## src/hdl/bdsa_pkg.sv

```systemverilog
// Shared types, codes and constants of the bounded difference sequence aligner.
// Used by the controller, the datapath and the top level; depends on nothing.
package bdsa_pkg;

  localparam int MAX_SEQ_LEN_DEF = 256;
  localparam logic [4:0] ANCHOR_RESET = 5'd5;

  localparam logic [1:0] MODE_LOAD_A = 2'd0;
  localparam logic [1:0] MODE_LOAD_B = 2'd1;
  localparam logic [1:0] MODE_START  = 2'd2;
  localparam logic [1:0] MODE_NOP    = 2'd3;

  localparam logic CFG_DIFF_BUDGET = 1'b0;
  localparam logic CFG_ANCHOR_LEN  = 1'b1;

  localparam logic [9:0] CL_MAX = 10'd1023;

  typedef enum logic [4:0] {
    OP_NONE,
    OP_LOAD,
    OP_START,
    OP_RD_IJ,
    OP_STEP,
    OP_MISS,
    OP_PREV,
    OP_Z0,
    OP_ZINC,
    OP_ENG_MM,
    OP_ENG_HAS,
    OP_ENG_HAR,
    OP_ENG_HBS,
    OP_ENG_HBR,
    OP_ENG_T1,
    OP_ENG_T2A,
    OP_ENG_T2B,
    OP_ENG_RD,
    OP_ENG_NEXT,
    OP_JMP_MM,
    OP_JMP_HA,
    OP_JMP_HB,
    OP_USED_INC,
    OP_FAIL,
    OP_FIN
  } dp_op_t;

  typedef struct packed {
    dp_op_t op;
  } cmd_t;

  typedef struct packed {
    logic loop_go;
    logic eq;
    logic guard;
    logic z_lt_rem;
    logic eng_stop;
    logic eng_eq;
    logic c_eq_a;
    logic c_eq_b;
    logic out_busy;
  } sts_t;

endpackage

```

## src/hdl/bounded_difference_sequence_aligner_top.sv

```systemverilog
// Top level of the bounded difference sequence aligner: a load item appends one base to
// its store; a start item walks both stores, reading each compared base pair through the
// registered read ports of the two sequence memories, as each search compare does too.
// The result is registered after the walk ends and waits in an output register.
// Synchronous active-low reset resets lengths, configuration, the controller and out_tvalid.
module bounded_difference_sequence_aligner_top #(
  parameter int MAX_SEQ_LEN = bdsa_pkg::MAX_SEQ_LEN_DEF
) (
  input  logic        clk,
  input  logic        rst_n,
  input  logic        in_tvalid,
  output logic        in_tready,
  // base, previous_base, prior_consistent_len, prior_diff_count, prior_ok
  input  logic [23:0] in_tdata,
  // mode
  input  logic [1:0]  in_tuser,
  output logic        out_tvalid,
  input  logic        out_tready,
  // consistent_len, diff_count, overlap_ok
  output logic [15:0] out_tdata,
  input  logic        cfg_we,
  input  logic        cfg_index,
  input  logic [4:0]  cfg_wdata
);
  import bdsa_pkg::*;

  cmd_t cmd;
  sts_t sts;

  bdsa_ctrl u_ctrl (
    .clk       (clk),
    .rst_n     (rst_n),
    .in_tvalid (in_tvalid),
    .in_mode   (in_tuser),
    .in_tready (in_tready),
    .sts       (sts),
    .cmd       (cmd)
  );

  bdsa_dp #(
    .MAX_SEQ_LEN (MAX_SEQ_LEN)
  ) u_dp (
    .clk        (clk),
    .rst_n      (rst_n),
    .cmd        (cmd),
    .sts        (sts),
    .in_mode    (in_tuser),
    .in_tdata   (in_tdata),
    .cfg_we     (cfg_we),
    .cfg_index  (cfg_index),
    .cfg_wdata  (cfg_wdata),
    .out_tvalid (out_tvalid),
    .out_tready (out_tready),
    .out_tdata  (out_tdata)
  );

endmodule

```

## src/hdl/bdsa_ctrl.sv

```systemverilog
// Controller state machine of the aligner: sequences loads, the walk, the searches
// and the result. Depends on bdsa_pkg; drives bdsa_dp through cmd_t and reads sts_t.
module bdsa_ctrl (
  input  logic          clk,
  input  logic          rst_n,
  input  logic          in_tvalid,
  input  logic [1:0]    in_mode,
  output logic          in_tready,
  input  bdsa_pkg::sts_t sts,
  output bdsa_pkg::cmd_t cmd
);
  import bdsa_pkg::*;

  typedef enum logic [12:0] {
    S_IDLE  = 13'h0001,
    S_LOOP  = 13'h0002,
    S_CMP   = 13'h0004,
    S_PREV  = 13'h0008,
    S_GUARD = 13'h0010,
    S_MM    = 13'h0020,
    S_HA    = 13'h0040,
    S_ENG   = 13'h0080,
    S_ENGC  = 13'h0100,
    S_T2    = 13'h0200,
    S_DONE  = 13'h0400,
    S_SPARE = 13'h0800,
    S_SPAR2 = 13'h1000
  } state_t;

  typedef enum logic [6:0] {
    PH_MM  = 7'h01,
    PH_HAS = 7'h02,
    PH_HAR = 7'h04,
    PH_HBS = 7'h08,
    PH_HBR = 7'h10,
    PH_TA  = 7'h20,
    PH_TF  = 7'h40
  } phase_t;

  state_t state_r, state_nxt;
  phase_t phase_r, phase_nxt;
  logic   eng_end;
  logic   eng_pass;

  assign in_tready = (state_r == S_IDLE);

  always_comb begin
    state_nxt = state_r;
    phase_nxt = phase_r;
    cmd.op    = OP_NONE;
    eng_end   = 1'b0;
    eng_pass  = 1'b0;
    unique case (state_r)
      S_IDLE: begin
        if (in_tvalid) begin
          if (in_mode == MODE_LOAD_A || in_mode == MODE_LOAD_B) begin
            cmd.op = OP_LOAD;
          end else if (in_mode == MODE_START) begin
            cmd.op    = OP_START;
            state_nxt = S_LOOP;
          end
        end
      end
      S_LOOP: begin
        if (sts.loop_go) begin
          cmd.op    = OP_RD_IJ;
          state_nxt = S_CMP;
        end else begin
          state_nxt = S_DONE;
        end
      end
      S_CMP: begin
        if (sts.eq) begin
          cmd.op    = OP_STEP;
          state_nxt = S_LOOP;
        end else begin
          cmd.op    = OP_MISS;
          state_nxt = S_PREV;
        end
      end
      S_PREV: begin
        cmd.op    = OP_PREV;
        state_nxt = S_GUARD;
      end
      S_GUARD: begin
        if (sts.guard) begin
          cmd.op    = OP_Z0;
          state_nxt = S_MM;
        end else begin
          cmd.op    = OP_ENG_T1;
          phase_nxt = PH_TA;
          state_nxt = S_ENG;
        end
      end
      S_MM: begin
        if (sts.z_lt_rem) begin
          cmd.op    = OP_ENG_MM;
          phase_nxt = PH_MM;
          state_nxt = S_ENG;
        end else begin
          cmd.op    = OP_Z0;
          state_nxt = S_HA;
        end
      end
      S_HA: begin
        if (sts.z_lt_rem) begin
          cmd.op    = OP_ENG_HAS;
          phase_nxt = PH_HAS;
          state_nxt = S_ENG;
        end else begin
          cmd.op    = OP_FAIL;
          state_nxt = S_DONE;
        end
      end
      S_ENG: begin
        if (sts.eng_stop) begin
          eng_end  = 1'b1;
          eng_pass = 1'b1;
        end else begin
          cmd.op    = OP_ENG_RD;
          state_nxt = S_ENGC;
        end
      end
      S_ENGC: begin
        if (sts.eng_eq) begin
          cmd.op    = OP_ENG_NEXT;
          state_nxt = S_ENG;
        end else begin
          eng_end = 1'b1;
        end
      end
      S_T2: begin
        if (sts.c_eq_a) begin
          cmd.op    = OP_ENG_T2A;
          phase_nxt = PH_TF;
          state_nxt = S_ENG;
        end else if (sts.c_eq_b) begin
          cmd.op    = OP_ENG_T2B;
          phase_nxt = PH_TF;
          state_nxt = S_ENG;
        end else begin
          cmd.op    = OP_FAIL;
          state_nxt = S_DONE;
        end
      end
      S_DONE: begin
        if (!sts.out_busy) begin
          cmd.op    = OP_FIN;
          state_nxt = S_IDLE;
        end
      end
      default: begin
        state_nxt = S_IDLE;
      end
    endcase

    if (eng_end) begin
      unique case (phase_r)
        PH_MM: begin
          cmd.op    = eng_pass ? OP_JMP_MM : OP_ZINC;
          state_nxt = eng_pass ? S_LOOP : S_MM;
        end
        PH_HAS: begin
          cmd.op    = eng_pass ? OP_ENG_HAR : OP_ENG_HBS;
          phase_nxt = eng_pass ? PH_HAR : PH_HBS;
          state_nxt = S_ENG;
        end
        PH_HAR: begin
          if (eng_pass) begin
            cmd.op    = OP_JMP_HA;
            state_nxt = S_LOOP;
          end else begin
            cmd.op    = OP_ENG_HBS;
            phase_nxt = PH_HBS;
            state_nxt = S_ENG;
          end
        end
        PH_HBS: begin
          if (eng_pass) begin
            cmd.op    = OP_ENG_HBR;
            phase_nxt = PH_HBR;
            state_nxt = S_ENG;
          end else begin
            cmd.op    = OP_ZINC;
            state_nxt = S_HA;
          end
        end
        PH_HBR: begin
          cmd.op    = eng_pass ? OP_JMP_HB : OP_ZINC;
          state_nxt = eng_pass ? S_LOOP : S_HA;
        end
        PH_TA: begin
          cmd.op    = eng_pass ? OP_USED_INC : OP_NONE;
          state_nxt = eng_pass ? S_DONE : S_T2;
        end
        PH_TF: begin
          cmd.op    = eng_pass ? OP_USED_INC : OP_FAIL;
          state_nxt = S_DONE;
        end
        default: begin
          state_nxt = S_DONE;
        end
      endcase
    end
  end

  always_ff @(posedge clk) begin
    if (!rst_n) begin
      state_r <= S_IDLE;
      phase_r <= PH_MM;
    end else begin
      state_r <= state_nxt;
      phase_r <= phase_nxt;
    end
  end

`ifndef ASSERT_OFF
  a_engc_from_eng: assert property (@(posedge clk) disable iff (!rst_n)
    (state_r == S_ENGC) |-> $past(state_r == S_ENG))
    else $error("compare state entered without a read");
  a_done_exit: assert property (@(posedge clk) disable iff (!rst_n)
    (state_r == S_DONE && !sts.out_busy) |=> (state_r == S_IDLE))
    else $error("finished item not released");
  a_start_walk: assert property (@(posedge clk) disable iff (!rst_n)
    (state_r == S_IDLE && in_tvalid && in_mode == MODE_START) |=> (state_r == S_LOOP))
    else $error("start item did not begin the walk");
`endif

endmodule

```

## src/hdl/bdsa_dp.sv

```systemverilog
// Datapath of the aligner: sequence memories, lengths, walk indices, compare engine,
// configuration and the output register. Depends on bdsa_pkg; commanded by bdsa_ctrl.
module bdsa_dp #(
  parameter int MAX_SEQ_LEN = bdsa_pkg::MAX_SEQ_LEN_DEF
) (
  input  logic           clk,
  input  logic           rst_n,
  input  bdsa_pkg::cmd_t cmd,
  output bdsa_pkg::sts_t sts,
  input  logic [1:0]     in_mode,
  input  logic [23:0]    in_tdata,
  input  logic           cfg_we,
  input  logic           cfg_index,
  input  logic [4:0]     cfg_wdata,
  output logic           out_tvalid,
  input  logic           out_tready,
  output logic [15:0]    out_tdata
);
  import bdsa_pkg::*;

  localparam int AW = $clog2(MAX_SEQ_LEN);
  localparam int LW = AW + 1;
  localparam int XW = LW + 1;
  localparam int SW = XW + 2;
  localparam int KW = (LW > 6) ? LW : 6;
  localparam int PW = ((XW > KW) ? XW : KW) + 1;
  localparam int CW = ((LW > 10) ? LW : 10) + 2;

  typedef enum logic [1:0] {K_PAIR, K_SAME_A, K_SAME_B} kind_t;

  logic [1:0]    mem_a [MAX_SEQ_LEN];
  logic [1:0]    mem_b [MAX_SEQ_LEN];
  logic [1:0]    ra_r, rb_r;
  logic [LW-1:0] len_a_r, len_b_r;
  logic [3:0]    bud_r;
  logic [4:0]    anc_r;
  logic [XW-1:0] i_r, j_r, pa_r, pb_r;
  logic [4:0]    z_r, used_r, start_r;
  logic [KW-1:0] k_r, lim_r;
  kind_t         kind_r;
  logic          ok_r, out_valid_r;
  logic [1:0]    last_r, ai_r, bj_r, c_r;
  logic [9:0]    pcl_r, out_cl_r;
  logic [4:0]    out_dc_r;
  logic          out_ok_r;

  logic [1:0]          in_base, in_prev;
  logic [9:0]          in_pcl;
  logic [3:0]          in_pdc;
  logic                in_pok;
  logic [PW-1:0]       eng_a, eng_b;
  logic [XW-1:0]       im1;
  logic [AW-1:0]       raddr_a, raddr_b;
  logic                wr_a, wr_b;
  logic signed [5:0]   rem6;
  logic signed [SW-1:0] i_s, j_s, lim1_s, lim2_s;
  logic [LW-1:0]       min_len;
  logic signed [CW-1:0] cl_s;
  logic [9:0]          cl_v;
  logic [KW-1:0]       zp1;
  logic [XW-1:0]       jump_full, jump_st;

  assign in_base   = in_tdata[1:0];
  assign in_prev   = in_tdata[3:2];
  assign in_pcl    = in_tdata[13:4];
  assign in_pdc    = in_tdata[17:14];
  assign in_pok    = in_tdata[18];

  assign eng_a = PW'(pa_r) + PW'(k_r);
  assign eng_b = PW'(pb_r) + PW'(k_r);
  assign im1   = i_r - XW'(1);
  assign zp1   = KW'(z_r) + KW'(1);
  assign jump_st   = XW'(anc_r);
  assign jump_full = XW'(anc_r) + XW'(z_r) + XW'(1);

  always_comb begin
    case (cmd.op)
      OP_RD_IJ: begin
        raddr_a = i_r[AW-1:0];
        raddr_b = j_r[AW-1:0];
      end
      OP_MISS: begin
        raddr_a = im1[AW-1:0];
        raddr_b = j_r[AW-1:0];
      end
      default: begin
        raddr_a = eng_a[AW-1:0];
        raddr_b = eng_b[AW-1:0];
      end
    endcase
  end

  assign wr_a = (cmd.op == OP_LOAD) && (in_mode == MODE_LOAD_A)
                && (len_a_r < LW'(MAX_SEQ_LEN));
  assign wr_b = (cmd.op == OP_LOAD) && (in_mode == MODE_LOAD_B)
                && (len_b_r < LW'(MAX_SEQ_LEN));

  always_ff @(posedge clk) begin
    if (wr_a) begin
      mem_a[len_a_r[AW-1:0]] <= in_base;
    end
    ra_r <= mem_a[raddr_a];
  end

  always_ff @(posedge clk) begin
    if (wr_b) begin
      mem_b[len_b_r[AW-1:0]] <= in_base;
    end
    rb_r <= mem_b[raddr_b];
  end

  assign rem6   = $signed({2'b00, bud_r}) - $signed({1'b0, used_r});
  assign i_s    = $signed({2'b00, i_r});
  assign j_s    = $signed({2'b00, j_r});
  assign lim1_s = $signed({{(SW-LW){1'b0}}, len_a_r}) - $signed({{(SW-5){1'b0}}, anc_r})
                  - $signed({{(SW-6){rem6[5]}}, rem6});
  assign lim2_s = $signed({{(SW-LW){1'b0}}, len_b_r}) - $signed({{(SW-5){1'b0}}, anc_r})
                  - $signed({{(SW-6){rem6[5]}}, rem6});

  always_comb begin
    sts.loop_go  = (i_r < XW'(len_a_r)) && (j_r < XW'(len_b_r));
    sts.eq       = (ra_r == rb_r);
    sts.guard    = (i_s < lim1_s) && (j_s < lim2_s);
    sts.z_lt_rem = ($signed({1'b0, z_r}) < rem6);
    sts.eng_stop = (k_r >= lim_r) || ((kind_r == K_PAIR)
                   && ((eng_a >= PW'(len_a_r)) || (eng_b >= PW'(len_b_r))));
    case (kind_r)
      K_SAME_A: sts.eng_eq = (ra_r == c_r);
      K_SAME_B: sts.eng_eq = (rb_r == c_r);
      default:  sts.eng_eq = (ra_r == rb_r);
    endcase
    sts.c_eq_a   = (c_r == ai_r);
    sts.c_eq_b   = (c_r == bj_r);
    sts.out_busy = out_valid_r && !out_tready;
  end

  assign min_len = (len_a_r <= len_b_r) ? len_a_r : len_b_r;
  assign cl_s    = $signed(CW'(pcl_r)) + $signed(CW'(min_len))
                   - $signed(CW'(used_r - start_r));

  always_comb begin
    if (cl_s < 0) begin
      cl_v = '0;
    end else if (cl_s > $signed(CW'(CL_MAX))) begin
      cl_v = CL_MAX;
    end else begin
      cl_v = cl_s[9:0];
    end
  end

  always_ff @(posedge clk) begin
    if (!rst_n) begin
      len_a_r     <= '0;
      len_b_r     <= '0;
      bud_r       <= '0;
      anc_r       <= ANCHOR_RESET;
      out_valid_r <= 1'b0;
    end else begin
      if (cfg_we) begin
        unique case (cfg_index)
          CFG_DIFF_BUDGET: bud_r <= cfg_wdata[3:0];
          CFG_ANCHOR_LEN:  anc_r <= cfg_wdata;
          default:         bud_r <= bud_r;
        endcase
      end
      if (wr_a) begin
        len_a_r <= len_a_r + LW'(1);
      end
      if (wr_b) begin
        len_b_r <= len_b_r + LW'(1);
      end
      if (cmd.op == OP_FIN) begin
        len_a_r     <= '0;
        len_b_r     <= '0;
        out_valid_r <= 1'b1;
      end else if (out_tready) begin
        out_valid_r <= 1'b0;
      end
    end
  end

  always_ff @(posedge clk) begin
    case (cmd.op)
      OP_START: begin
        last_r  <= in_prev;
        pcl_r   <= in_pcl;
        used_r  <= {1'b0, in_pdc};
        start_r <= {1'b0, in_pdc};
        ok_r    <= in_pok;
        i_r     <= '0;
        j_r     <= '0;
      end
      OP_STEP: begin
        i_r <= i_r + XW'(1);
        j_r <= j_r + XW'(1);
      end
      OP_MISS: begin
        ai_r <= ra_r;
        bj_r <= rb_r;
      end
      OP_PREV:  c_r <= (i_r == '0) ? last_r : ra_r;
      OP_Z0:    z_r <= '0;
      OP_ZINC:  z_r <= z_r + 5'd1;
      OP_ENG_MM: begin
        pa_r <= i_r + XW'(z_r) + XW'(1);
        pb_r <= j_r + XW'(z_r) + XW'(1);
        lim_r <= KW'(anc_r);
        kind_r <= K_PAIR;
        k_r <= '0;
      end
      OP_ENG_HAS: begin
        pa_r <= i_r;
        lim_r <= zp1;
        kind_r <= K_SAME_A;
        k_r <= '0;
      end
      OP_ENG_HAR: begin
        pa_r <= i_r + XW'(z_r) + XW'(1);
        pb_r <= j_r;
        lim_r <= KW'(anc_r);
        kind_r <= K_PAIR;
        k_r <= '0;
      end
      OP_ENG_HBS: begin
        pb_r <= j_r;
        lim_r <= zp1;
        kind_r <= K_SAME_B;
        k_r <= '0;
      end
      OP_ENG_HBR: begin
        pa_r <= i_r;
        pb_r <= j_r + XW'(z_r) + XW'(1);
        lim_r <= KW'(anc_r);
        kind_r <= K_PAIR;
        k_r <= '0;
      end
      OP_ENG_T1: begin
        pa_r <= i_r + XW'(1);
        pb_r <= j_r + XW'(1);
        lim_r <= KW'(MAX_SEQ_LEN);
        kind_r <= K_PAIR;
        k_r <= '0;
      end
      OP_ENG_T2A: begin
        pa_r <= i_r + XW'(1);
        pb_r <= j_r;
        lim_r <= KW'(MAX_SEQ_LEN);
        kind_r <= K_PAIR;
        k_r <= '0;
      end
      OP_ENG_T2B: begin
        pa_r <= i_r;
        pb_r <= j_r + XW'(1);
        lim_r <= KW'(MAX_SEQ_LEN);
        kind_r <= K_PAIR;
        k_r <= '0;
      end
      OP_ENG_NEXT: k_r <= k_r + KW'(1);
      OP_JMP_MM: begin
        i_r <= i_r + jump_full;
        j_r <= j_r + jump_full;
        used_r <= used_r + z_r + 5'd1;
      end
      OP_JMP_HA: begin
        i_r <= i_r + jump_full;
        j_r <= j_r + jump_st;
        used_r <= used_r + z_r + 5'd1;
      end
      OP_JMP_HB: begin
        i_r <= i_r + jump_st;
        j_r <= j_r + jump_full;
        used_r <= used_r + z_r + 5'd1;
      end
      OP_USED_INC: used_r <= used_r + 5'd1;
      OP_FAIL:     ok_r <= 1'b0;
      OP_FIN: begin
        out_cl_r <= cl_v;
        out_dc_r <= used_r;
        out_ok_r <= ok_r;
      end
      default: ;
    endcase
  end

  assign out_tvalid = out_valid_r;
  assign out_tdata  = {out_ok_r, out_dc_r, out_cl_r};

`ifndef ASSERT_OFF
  a_len_a_bound: assert property (@(posedge clk) disable iff (!rst_n)
    len_a_r <= LW'(MAX_SEQ_LEN))
    else $error("first length beyond store depth");
  a_fin_clears: assert property (@(posedge clk) disable iff (!rst_n)
    (cmd.op == OP_FIN) |=> (len_a_r == '0 && len_b_r == '0 && out_valid_r))
    else $error("finish did not clear lengths or post the result");
  a_fin_free: assert property (@(posedge clk) disable iff (!rst_n)
    (cmd.op == OP_FIN) |-> !(out_valid_r && !out_tready))
    else $error("result overwritten while still pending");
`endif

endmodule

```

## config.mk

```make
export PLATFORM = sky130hd
export DESIGN_NAME = bounded_difference_sequence_aligner_top
export DESIGN_NICKNAME = d
export VERILOG_FILES = /design/src/hdl/bdsa_pkg.sv /design/src/hdl/bounded_difference_sequence_aligner_top.sv /design/src/hdl/bdsa_ctrl.sv /design/src/hdl/bdsa_dp.sv
export SDC_FILE = /design/constraint.sdc
export NUM_CORES = 2
export LEC_CHECK = 0
export BUFFER_PORTS_ARGS = -buffer_cell sky130_fd_sc_hd__clkbuf_2
export CAP_MARGIN = 20
export CELL_PAD_IN_SITES_DETAIL_PLACEMENT = 0
export CELL_PAD_IN_SITES_GLOBAL_PLACEMENT = 1
export CORE_MARGIN = 1.5
export CORE_UTILIZATION = 45
export DETAILED_ROUTE_END_ITERATION = 8
export PLACE_DENSITY_LB_ADDON = 0.1
export SLEW_MARGIN = 30
export SYNTH_ARGS = -nofsm -noshare
export SYNTH_HDL_FRONTEND = slang
export SYNTH_SLANG_ARGS = --single-unit
```

## constraint.sdc

```tcl
create_clock -name clk -period 10.18 [get_ports clk]
set_input_delay 2.036 -clock clk [delete_from_list [all_inputs] [get_ports clk]]
set_output_delay 2.036 -clock clk [all_outputs]
set_load 0.02 [all_outputs]
```

* Word level (Yosys, flattened, before mapping)
Memories as Yosys holds them, arrays and structs flattened. A register that Yosys moved wholly into a read port is not among the register bits.
Index checks and enable logic that the tools add are counted.
** Storage, ports and cells
- RAM bits :: 1024
- Memories kept :: 2
- Input port bits :: 37
- Word-level logic and storage cells :: 256
- Register bits after elaboration :: 157
** Memories
- u_dp.mem_a :: depth 256, width 2, read ports 1, clocked after memory_dff 1, write ports 1, line bdsa_dp.sv:31 : logic [1:0] mem_a [MAX_SEQ_LEN];
- u_dp.mem_b :: depth 256, width 2, read ports 1, clocked after memory_dff 1, write ports 1, line bdsa_dp.sv:32 : logic [1:0] mem_b [MAX_SEQ_LEN];
** Cells by class
- $add $sub $neg :: 31
- $lt $le $gt $ge :: 13
- Equality and inequality tests :: 56
- Reduce and logical (&&, ||, !) cells :: 45
- Muxes and demuxes :: 81
- Bitwise operators :: 2
** Operator list (count)
- $pmux 13 s11 :: 1
- $mux 13 :: 8
- $pmux 10 s4 :: 2
- $pmux 13 s6 :: 1
- $mux 7 :: 9
- $mux 5 :: 12
- $pmux 10 s3 :: 2
- $pmux 5 s11 :: 1
- $add 10x1->10 const B :: 5
- $mux 11 :: 4
- $add 10x5->10 :: 4
- $eq 5x4->1 const B :: 8
- $eq 5x5->1 const B :: 8
- $mux 8 :: 5
- $pmux 5 s7 :: 1
- $add 10x9->11 :: 3
- $pmux 7 s4 :: 1
- $add 9x1->9 const B :: 3
- $pmux 9 s3 :: 1
- $lt 11x12->1 :: 2
- $ge 11x9->1 :: 2
- $sub 10x6->11 :: 2
- $pmux 7 s3 :: 1
- $add 10x10->10 :: 2
- 71 further kinds :: 140

* Logic depth before layout (Yosys ltp)
- Word-level depth :: 15
- Mapped depth :: 40
- Mapped depth without buffers :: 39

* By module
Synthesis repeated with hierarchy kept, for this count alone.
** Unflattened totals
- Cells, all modules :: 5076
- Area, all modules :: 57859.2 µm²
** By module, submodules not included
- bdsa_dp :: cells an instance 4835, area an instance 56175.1 µm², instances 1
- bdsa_ctrl :: cells an instance 241, area an instance 1684.1 µm², instances 1

* Least setup slack after synthesis
OpenSTA, ideal clock, no wires.
- Path kind :: flip-flop to flip-flop
- Start :: reg u_dp.len_b_r[0]
- End :: reg u_dp.i_r[9] (data pin)
- Data required time :: 9.915 ns
- Cell stages (with the launch flop) :: 38
- Data arrival time :: 6.934 ns
- Period minus slack after synthesis :: 7.199 ns
- Setup time :: 0.265 ns
- Setup slack :: 2.981 ns
- Path buffers :: 1
- Cells stage by stage :: dfxtp_1 -> inv_1 -> ha_1 -> fa_1 -> inv_1 -> ha_1 -> a21o_1 -> a21o_1 -> a221oi_1 -> nor2_1 -> a21o_1 -> a21oi_1 -> o21bai_1 -> a21oi_1 -> xor2_1 -> ha_1 -> nand2_1 -> nand4_1 -> [... 2 more ...] -> o21bai_1 -> a21oi_1 -> a21o_1 -> and3_1 -> nand2_1 -> nor4bb_1 -> clkbuf_1 -> mux2_2 -> ha_1 -> a21o_1 -> a21o_1 -> a21o_1 -> a21oi_1 -> o21bai_1 -> a21oi_1 -> o22ai_1 -> nand3_1 -> o21ai_0
** On the way
- Cells in the longest elaborated chain, start to end :: 12
- Elaborated cells on any way between the ends :: 33
- Classes of those cells :: 2 x add/sub; 3 x order compare; 5 x eq/ne; 17 x mux; 6 x reduce/logical
** RTL lines
- from (decl) :: line bdsa_dp.sv:34 : logic [LW-1:0] len_a_r, len_b_r;
- from (signal assigned) :: line bdsa_dp.sv:170 : len_b_r <= len_b_r + LW'(1);
- branches (longest 8 deep; another with $lt 11x12->1)
- $mux 5 * :: line bdsa_ctrl.sv:157 : if (eng_end) begin
- $eq 5x5->1 :: line bdsa_dp.sv:183 : case (cmd.op)
- $reduce_or 2->1 (no source line)
- $pmux 10 s4 * :: line bdsa_dp.sv:183
- to (signal assigned) :: line bdsa_dp.sv:194 : i_r <= i_r + XW'(1);
- to (signal assigned) :: line bdsa_dp.sv:260 : i_r <= i_r + jump_full;
- to (signal assigned) :: line bdsa_dp.sv:265 : i_r <= i_r + jump_full;
- to (decl) :: line bdsa_dp.sv:37 : logic [XW-1:0] i_r, j_r, pa_r, pb_r;
Every way passes the cells marked *.
A chain may end at the register's enable or synchronous reset.

* Final worst setup path
- Start :: reg u_dp.anc_r[1]
- End :: reg u_dp.i_r[9] (data pin)
** On the way
- Cells in the longest elaborated chain, start to end :: 11
- Elaborated cells on any way between the ends :: 22
- Classes of those cells :: 8 x add/sub; 2 x order compare; 5 x eq/ne; 5 x mux; 2 x reduce/logical
** RTL lines
- from (decl) :: line bdsa_dp.sv:36 : logic [4:0] anc_r;
- from (signal assigned) :: line bdsa_dp.sv:162 : CFG_ANCHOR_LEN: anc_r <= cfg_wdata;
- $sub 9x5->10 (on tied branches) :: line bdsa_dp.sv:115, bdsa_dp.sv:117
- $sub 10x6->11 (on tied branches) :: line bdsa_dp.sv:116, bdsa_dp.sv:118
- $lt 11x12->1 :: line bdsa_dp.sv:123 : sts.guard = (i_s < lim1_s) && (j_s < lim2_s);
- $logic_and 1x1->1 :: line bdsa_dp.sv:123
- $mux 4 :: line bdsa_ctrl.sv:86 : if (sts.guard) begin
- $pmux 5 s11 :: line bdsa_ctrl.sv:53 : unique case (state_r)
- $pmux 5 s7 :: line bdsa_ctrl.sv:158 : unique case (phase_r)
- $mux 5 :: line bdsa_ctrl.sv:157
- $eq 5x5->1 :: line bdsa_dp.sv:183
- $reduce_or 2->1 (no source line)
- $pmux 10 s4 * :: line bdsa_dp.sv:183
Mark *: on every way between the ends. The rest lies on a longest branch, timed or not.

==> flow_metrics.env <==
export IMPL_outcome="completed"
export IMPL_route_vias_total=40730
export IMPL_crit_path_end_kind="flop"
export IMPL_syn_avg_cell_area_um2=11.17
export IMPL_startpoint_type="flop"
export IMPL_postCtsHoldBufs=0
export IMPL_slew_viol_final=0
export IMPL_drtIter0Drc=3439
export IMPL_synth_edff_count=1131
export IMPL_antenna_found_initial=1
export IMPL_clockRootBuffer="clkbuf_16"
export IMPL_yosysSeqAreaShare_pct=60.11
export IMPL_ios=55
export IMPL_cts_resized=0
export IMPL_ctsHtreeMaxLevel=4
export IMPL_placedCellCount=6690
export IMPL_grt_overflow=0
export IMPL_worst_setup_path_type="flop to flop"
export IMPL_synth_top_area_share_pct=58.39
export IMPL_wire_per_inst_um=24.46
export IMPL_port_buffers=49
export IMPL_hold_class="flop to flop"
export IMPL_syn_inst=5208
export IMPL_r2r_slack_ps=1470
export IMPL_die_x_um=362.5
export IMPL_detail_route_vias_per_cell=5.881
export IMPL_ys_async_sr_fraction_pct=0
export IMPL_synth_area_leaders="edfxtp_1 (58%), nand2_1 (5.2%), nor2_1 (4.5%), ha_1 (4.2%), a211oi_1 (2.6%)"
export IMPL_synth_nets=5457
export IMPL_yosysWarningCount=0
export IMPL_fp_dieH_um=362.5
export IMPL_place_hpwl_mm=105.4
export IMPL_rsz0062_at_grt="no"
export IMPL_drt_first_pass_iters=5
export IMPL_clk_pin_slew_ps=60
export IMPL_period_minus_slack_ps=8709
export IMPL_ys_types=96
export IMPL_worst_pin_slew_ps=1087
export IMPL_cp_max_fo=9
export IMPL_syn_area_mm2=0.05816
export IMPL_critPathMaxStageDelay_ps=770
export IMPL_cts_tree="built"
export IMPL_finalPower_mw=10.77
export IMPL_setup_viol=0
export IMPL_nNetsFinal=5412
export IMPL_die_area_mm2=0.1314
export IMPL_required_ps=10670
export IMPL_fin_cells=6925
export IMPL_tns_ps=0
export IMPL_fmax_ghz=0.1148
export IMPL_start_util_pct=45.49
export IMPL_numClockSinks=1181
export IMPL_grt_max_degree=207
export IMPL_yosysMostFrequentCell="edfxtp_1"
export IMPL_post_route_util_pct=50.33
export IMPL_synth_flop_cell="edfxtp_1"
export IMPL_grt_pass1_wl_mm=251.2
export IMPL_track_usage_pct=25.63
export IMPL_drive_above_1_share_pct=7.527
export IMPL_wl_mm=169.4
export IMPL_clk_latency_ps=760
export IMPL_synth_common_cells="edfxtp_1 (1131), nand2_1 (812), nor2_1 (690)"
export IMPL_cp_arrival_ps=9190
export IMPL_max_slew_margin_rel_pct=25.67
export IMPL_whs_ps=430.5
export IMPL_cap_violations=0
export IMPL_route_detailed_drc=0
export IMPL_cts_setup_buffers=0
export IMPL_cpMostUsedCell="a21oi_1"
export IMPL_report_final_hold_viol_count=0
export IMPL_cts_made_buffers=132
export IMPL_fin_crit_sh_pct=85.55
export IMPL_p_per_area_mw_per_mm2=167.4
export IMPL_place_congestion=0.8800
export IMPL_clk_path_buf_depth=3
export IMPL_slowest_stage="dfxtp_1"
export IMPL_syn_to_final_growth_pct=10.64
export IMPL_coreArea_mm2=0.1278
export IMPL_ir_drop_v=0.0001600
export IMPL_ant_nets=0
export IMPL_fin_skew_ps=29.54
export IMPL_leakage_nw=21.84
export IMPL_synth_seq_cells=1181
export IMPL_row_count=131
export IMPL_grt_pass1_vias=39380
export IMPL_yosysTopAreaCell="edfxtp_1"
## cell families after synthesis
| family | synth area share [%] |
|---|---|
| compound gates | 11.36 |
| simple gates | 16.37 |
| buf+inv | 3.001 |
| xor+xnor | 2.409 |
| mux | 1.943 |
| fa+ha+maj | 4.802 |
| flops | 60.11 |
## cell usage in the layout, fill, tap and decap left out, types with 21 or more instances in the layout
master and instances:
a211oi_1 198, a21o_1 60, a21oi_1 204, a22oi_1 21, a311oi_1 88, a31oi_1 110, and2_1 140, and3_1 51
buf_4 78, clkbuf_1 30, clkbuf_16 134, clkbuf_2 47, clkinv_1 25, dfxtp_1 50, edfxtp_1 1131, ha_1 196
inv_1 103, mux2i_1 83, nand2_1 811, nand2b_1 30, nand3_1 191, nand4_1 47, nor2_1 689, nor2b_1 39
nor3_1 59, o21ai_0 112, o22ai_1 21, xnor2_1 108, xor2_1 52
## power breakdown
| group | internal, mW | switching (mW) |
|---|---|---|
| combinational | 0.271 | 0.490 |
| clock | 2.69 | 1.95 |
| sequential | 5.34 | 0.0279 |
## flip-flops by register name, summed over array words and instances (netlist names), 7 cells and up
register / count
u_dp.mem_a: 512
u_dp.mem_b: 512
u_ctrl.state_r: 11
u_dp.i_r: 10
u_dp.j_r: 10
u_dp.out_cl_r: 10
u_dp.pa_r: 10
u_dp.pb_r: 10
u_dp.pcl_r: 10
u_dp.k_r: 9
u_dp.len_a_r: 9
u_dp.len_b_r: 9
u_ctrl.phase_r: 7
u_dp.lim_r: 7
## per-layer routing
| layer | up-vias | routed length, um | GRT usage (%) |
|---|---|---|---|
| li1 | 19080 | - | - |
| met1 | 20360 | 76350 | 35.65 |
| met2 | 1051 | 80390 | 42.09 |
| met3 | 235 | 8781 | 3.681 |
| met4 | 0 | 3865 | 6.736 |
| met5 | - | 0 | 0 |
## worst max-delay path: cells and delay by family, from the launching register on
family	cells	cell delay, ps
AOI/OAI and AO/OA	18	3540
xor gates and xnor gates	2	270
adders and majority gates	5	1510
buffers and inverters	3	510
DFF	1	770
muxes	1	370
and+or+nand+nor	8	1450
## worst paths after layout
path                                    start  cells past startpoint       endpoint
worst min-delay path                u_dp.ok_r                      0  u_dp.out_ok_r
worst max register to register  u_dp.anc_r[1]                     37    u_dp.i_r[9]
worst max-delay path            u_dp.anc_r[1]                     37    u_dp.i_r[9]
worst min register to register      u_dp.ok_r                      0  u_dp.out_ok_r
## cell type report
class | count | area, um2
clock buffers | 165 | 3480
diodes | 2 | 5.005
repair buffers | 139 | 1090
well taps | 1662 | 2079
multi-input cells | 3605 | 21670
fillers | 11560 | 63500
flip-flops and latches | 1181 | 34960
clock inverters | 67 | 669.4
inverters | 104 | 390.4
## stage by stage
stage               area, um2  setup WS (ps)
finish                  64350           1471
global route            64340          920.9
CTS                     64300           1573
detailed placement      60150           1593
global placement        60130           1623
floorplan               58160           2981
(Power assumes the default switching activity.)
